### src/rtl/bmeter_ram.sv
`default_nettype none
// ----------------------------------------------------------------------------
// bmeter_ram
// Generic single-write, single-read RAM with registered read data.
// ----------------------------------------------------------------------------
module bmeter_ram #(
  parameter int WIDTH = 8,
  parameter int DEPTH = 512
) (
  input  wire logic                     clk,
  input  wire logic                     we,
  input  wire logic [$clog2(DEPTH)-1:0] waddr,
  input  wire logic [WIDTH-1:0]         wdata,
  input  wire logic [$clog2(DEPTH)-1:0] raddr,
  output logic      [WIDTH-1:0]         rdata
);

  logic [WIDTH-1:0] mem_r [DEPTH];

  always_ff @(posedge clk) begin
    if (we) begin
      mem_r[waddr] <= wdata;
    end
    rdata <= mem_r[raddr];
  end

endmodule
`default_nettype wire

### config.mk
export PLATFORM = sky130hd
export DESIGN_NAME = bmeter_ram
export DESIGN_NICKNAME = d
export VERILOG_FILES = /design/src/rtl/bmeter_ram.sv
export SDC_FILE = /design/constraint.sdc
export NUM_CORES = 2
export LEC_CHECK = 0
export ABC_AREA = 1
export BUFFER_PORTS_ARGS = -buffer_cell sky130_fd_sc_hd__buf_2
export CAP_MARGIN = 5
export CORE_ASPECT_RATIO = 1.2
export CORE_MARGIN = 2
export CORE_UTILIZATION = 25
export DETAILED_ROUTE_END_ITERATION = 7
export PLACE_DENSITY_LB_ADDON = 0.15
export SYNTH_ARGS = -nofsm -noshare
export SYNTH_HDL_FRONTEND = slang
export SYNTH_SLANG_ARGS = --single-unit
export TNS_END_PERCENT = 50
### constraint.sdc
create_clock -name clk -period 3.4 [get_ports clk]
set_clock_uncertainty 0.05 [all_clocks]
set_input_delay 0.51 -clock clk [delete_from_list [all_inputs] [get_ports clk]]
set_output_delay 0.51 -clock clk [all_outputs]
set_load 0.1 [all_outputs]
======== After elaboration in Yosys (flattened, before gate mapping) ========
Memories as Yosys holds them, arrays and structs flattened. A register that Yosys moved wholly into a read port is not among the register bits.
Index checks and enable logic that the tools add are counted.
storage, ports and cells
  flip-flop bits (word level) ............. 0
  output and inout bits ................... 8
  RAM bits ................................ 4096
  logic and storage cells ................. 3
  input bits .............................. 28
  memories kept ........................... 1
operators by class
  muxes and demuxes ....................... 2
memory list
  memory  words  bits a word  rd ports  clocked after Yosys merged registers in  write ports  RTL line  text
  mem_r   512    8            1         1                                        1            18        logic [WIDTH-1:0] mem_r [DEPTH];
operators by type and width
  kind    count
  $mux 1  2

======== Depth between registers and ports, before layout ========
  depth after elaboration ................. 2
  mapped depth ............................ 15
  mapped depth without buffers ............ 11

======== Worst setup path before layout ========
No wires, ideal clock.
  path kind ............................... input port to flip-flop
  start ................................... input port waddr[4]
  end ..................................... memory mem_r[212][0] (enable)
  path buffers ............................ 1
  cell stages on the path ................. 7
  setup slack ............................. 1.249 ns
  setup time .............................. 0.370 ns
  arrival time ............................ 1.731 ns
  data required time ...................... 2.980 ns
  cells stage by stage .................... inv_1 nor2_1 inv_1 nor2_1 inv_1 clkbuf_1 nor2_1
RTL lines
  element      RTL line  text
  from (decl)  12        input wire logic [$clog2(DEPTH)-1:0] waddr,
  to (decl)    18
Straight into the memory's write port.

======== Final worst setup path ========
  start ................................... register rdata[3] (read register of mem_r)
  end ..................................... output port rdata[3]
RTL lines
  element      RTL line  text
  from (decl)  15        output logic [WIDTH-1:0] rdata
No word-level cell between the ends.

==> metrics <==
Post-Synth Adder-Cell Area=0; Setup violations, final=0; hold depth=5; Layout Nets=approximately 15000; # fillers=about 68000; post-synthesis xor/xnor area fraction=0; top cells by area, synth=edfxtp_1 74%, nand3_1 12%, nand2_1 9.4%; slowest CP cell=dfxtp_1; Worst Path Required=2.84 ns; commonest non-fill, non-tap cell in the layout=nand2_1; CP Capture Type=output port; leading area contributor after synthesis=edfxtp_1; cells along the critical path=buf_2; Hold EP=mem_r[281][0]; R2R cell count=12; VDD IR max=~0.46 mV; # rows=about 330; via/cell ratio=approximately 4.6; cell family contributing the most delay on the critical path=flip-flops; Cells after Synth=between 10000 and 15000; global route total overflow=0; initial antenna violation count=43; CP max stage delay=between 0.7 and 0.8 ns; Util after Layout=0.298; WP buf/inv=1; P per Cell Area=between 500 and 600 mW/mm^2; final wirelength=about 600000 um; Synthesis Warnings=0; Max Fclk=343 MHz; Final Hold Vio Count=0; multi-input combinational cell area=0.0382 sq mm; Final Max Tran Viols=0; Starting DRT DRC Count=between 8000 and 9000; fin crit period=roughly 2.9 ns; register area=about 0.12 sq mm; vias in the first global route=approximately 110k; Die H=~900 um; average size of a mapped cell=12.0 sq um; register area share after synthesis=0.739; core area=between 0.6 and 0.7 sq mm; htree depth=5; average wire per standard cell=between 20 and 25 um; full die area=between 0.6 and 0.7 sq mm; Tcrit/Tclk final=0.856; worst-path fanout max=1; GRT Total Usage=0.170; hold path start=waddr[6]; CTS Hold Buffers Added=9; startpoint types=flip-flop; Final ANT Viol Nets=0; CTS tree=yes; hold_ws=around 0.22 ns; Setup WS post-layout=roughly 0.49 ns; synthesized area=0.167 sq mm; critical path class=flip-flop to output port; largest net degree at the start of global routing=approximately 120; commonest cells after routing, fill and taps aside=4145 x nand2_1, 4096 x edfxtp_1, 4080 x nand3_1; mux share of post-synthesis cell area=0; clk_lat worst skew=about 1.1 ns; Pleak=68.7 nW; crit path from=rdata[3]; first-pass GRT wire length=~840000 um; worst-margin pin slew=around 1.3 ns; RSZ-0062 raised after global routing=false; Detailed Routing Iterations Pass 1=7; Worst R2R End=rdata[5]; MaxCap Viol Count=0; status=complete, no violations; Worst-path clk slew=around 0.07 ns; Port Buffers=35; Die Width=roughly 750 um; syn nets=~14000; Worst EP arrival=approximately 2.4 ns; clk buf depth=4; Final HPWL DP=between 300000 and 400000 um; largest family of logic cells by synthesized area=simple AND/OR/NAND/NOR gates; flops & latches, synth=approximately 4100; # DRC=0; worst hold path class=input pin to flip-flop; post-synthesis compound-gate area fraction=0; CTS Buf Count=about 420; Yosys top cell area share=0.738; R2R Setup Slk=~0.90 ns; post-synthesis simple-gate area fraction=0.228; postcts setup bufs=0; Via Count=109112; reg-to-reg startpoint=mem_r[328][5]; Syn-to-layout area delta=18.9%; Initial Utilization=0.251; Post-Route Setup TNS=0 ns; post-CTS resize count=0; share of cells above drive strength 1=0.121; Placed Cells=around 23000; number of distinct library cells after synthesis=16; CTS Root Buffer Type=clkbuf_16; Finished Layout Cells=approximately 24000; clock sink count=between 4000 and 5000; IO Pins=36; gpl congestion=between 0.7 and 0.8; normalized max-slew margin=0.141; pre-CTS setup slack=-0.435 ns
cell type report:
type	instances	share of cell area
clock inverter	262	0.0133
clock buffer	513	0.0561
multi-input combinational	8765	0.192
sequential	4104	0.621
timing repair buffer	1173	0.0608
inverter	39	0.00103
tap	8745	0.0552
antenna	10	0.000126
synthesized netlist by cell type:
| library cell | count |
|---|---|
| nand2_1 | 4160 |
| edfxtp_1 | 4096 |
| nand3_1 | 4080 |
| buf_2 | 517 |
| nor2_1 | 514 |
| clkbuf_1 | 184 |
| buf_4 | 123 |
| buf_1 | 82 |
| buf_6 | 72 |
| inv_1 | 34 |
| nor3_1 | 11 |
| dfxtp_1 | 8 |
| buf_8 | 4 |
| inv_2 | 3 |
| inv_4 | 2 |
| buf_12 | 1 |
power breakdown:
group	internal, W	total [W]	switching [W]
clock	0.0268	0.0476	0.0207
sequential	0.0557	0.0558	0.0000663
combinational	0.00208	0.00770	0.00562
total	0.0846	0.111	0.0264
sequential cells by signal, summed over array words and instances (netlist names):
register	flops
mem_r	4096
rdata	8
kinds of logic (layout without fill, tap and decap cells):
logic type | count (synthesis) | after routing
flip-flops | 4104 | 4104
other | 0 | 10
buffers and inverters | 1022 | 1987
AND/OR/NAND/NOR | 8765 | 8765
worst max path at each step:
stage | endpoint | cells past startpoint
6_report | rdata[3] | 1
5_1_grt | rdata[3] | 1
4_1_cts | rdata[3] | 1
3_5_place_dp | rdata[3] | 15
3_3_place_gp | rdata[3] | 15
2_1_floorplan | mem_r[212][0] | 7
per-stage QoR:
| stage | total power (W) | instance area, sq um |
|---|---|---|
| 6_report | 0.111 | 198000 |
| 4_1_cts | 0.112 | 198000 |
| 3_3_place_gp | 0.0647 | 184000 |
| 3_5_place_dp | 0.0647 | 184000 |
| 5_1_grt | 0.115 | 198000 |
| 2_1_floorplan | 0.0604 | 167000 |
routing by layer:
layer  global-route usage  vias to the layer above  share of wire
li1                     -                    50722              -
met1                0.228                    55453           0.44
met2                0.294                     2297           0.50
met3               0.0185                      630          0.038
met4               0.0398                       10          0.024
met5                    0                        -        0.00011
Power figures use the tool's default switching activity.
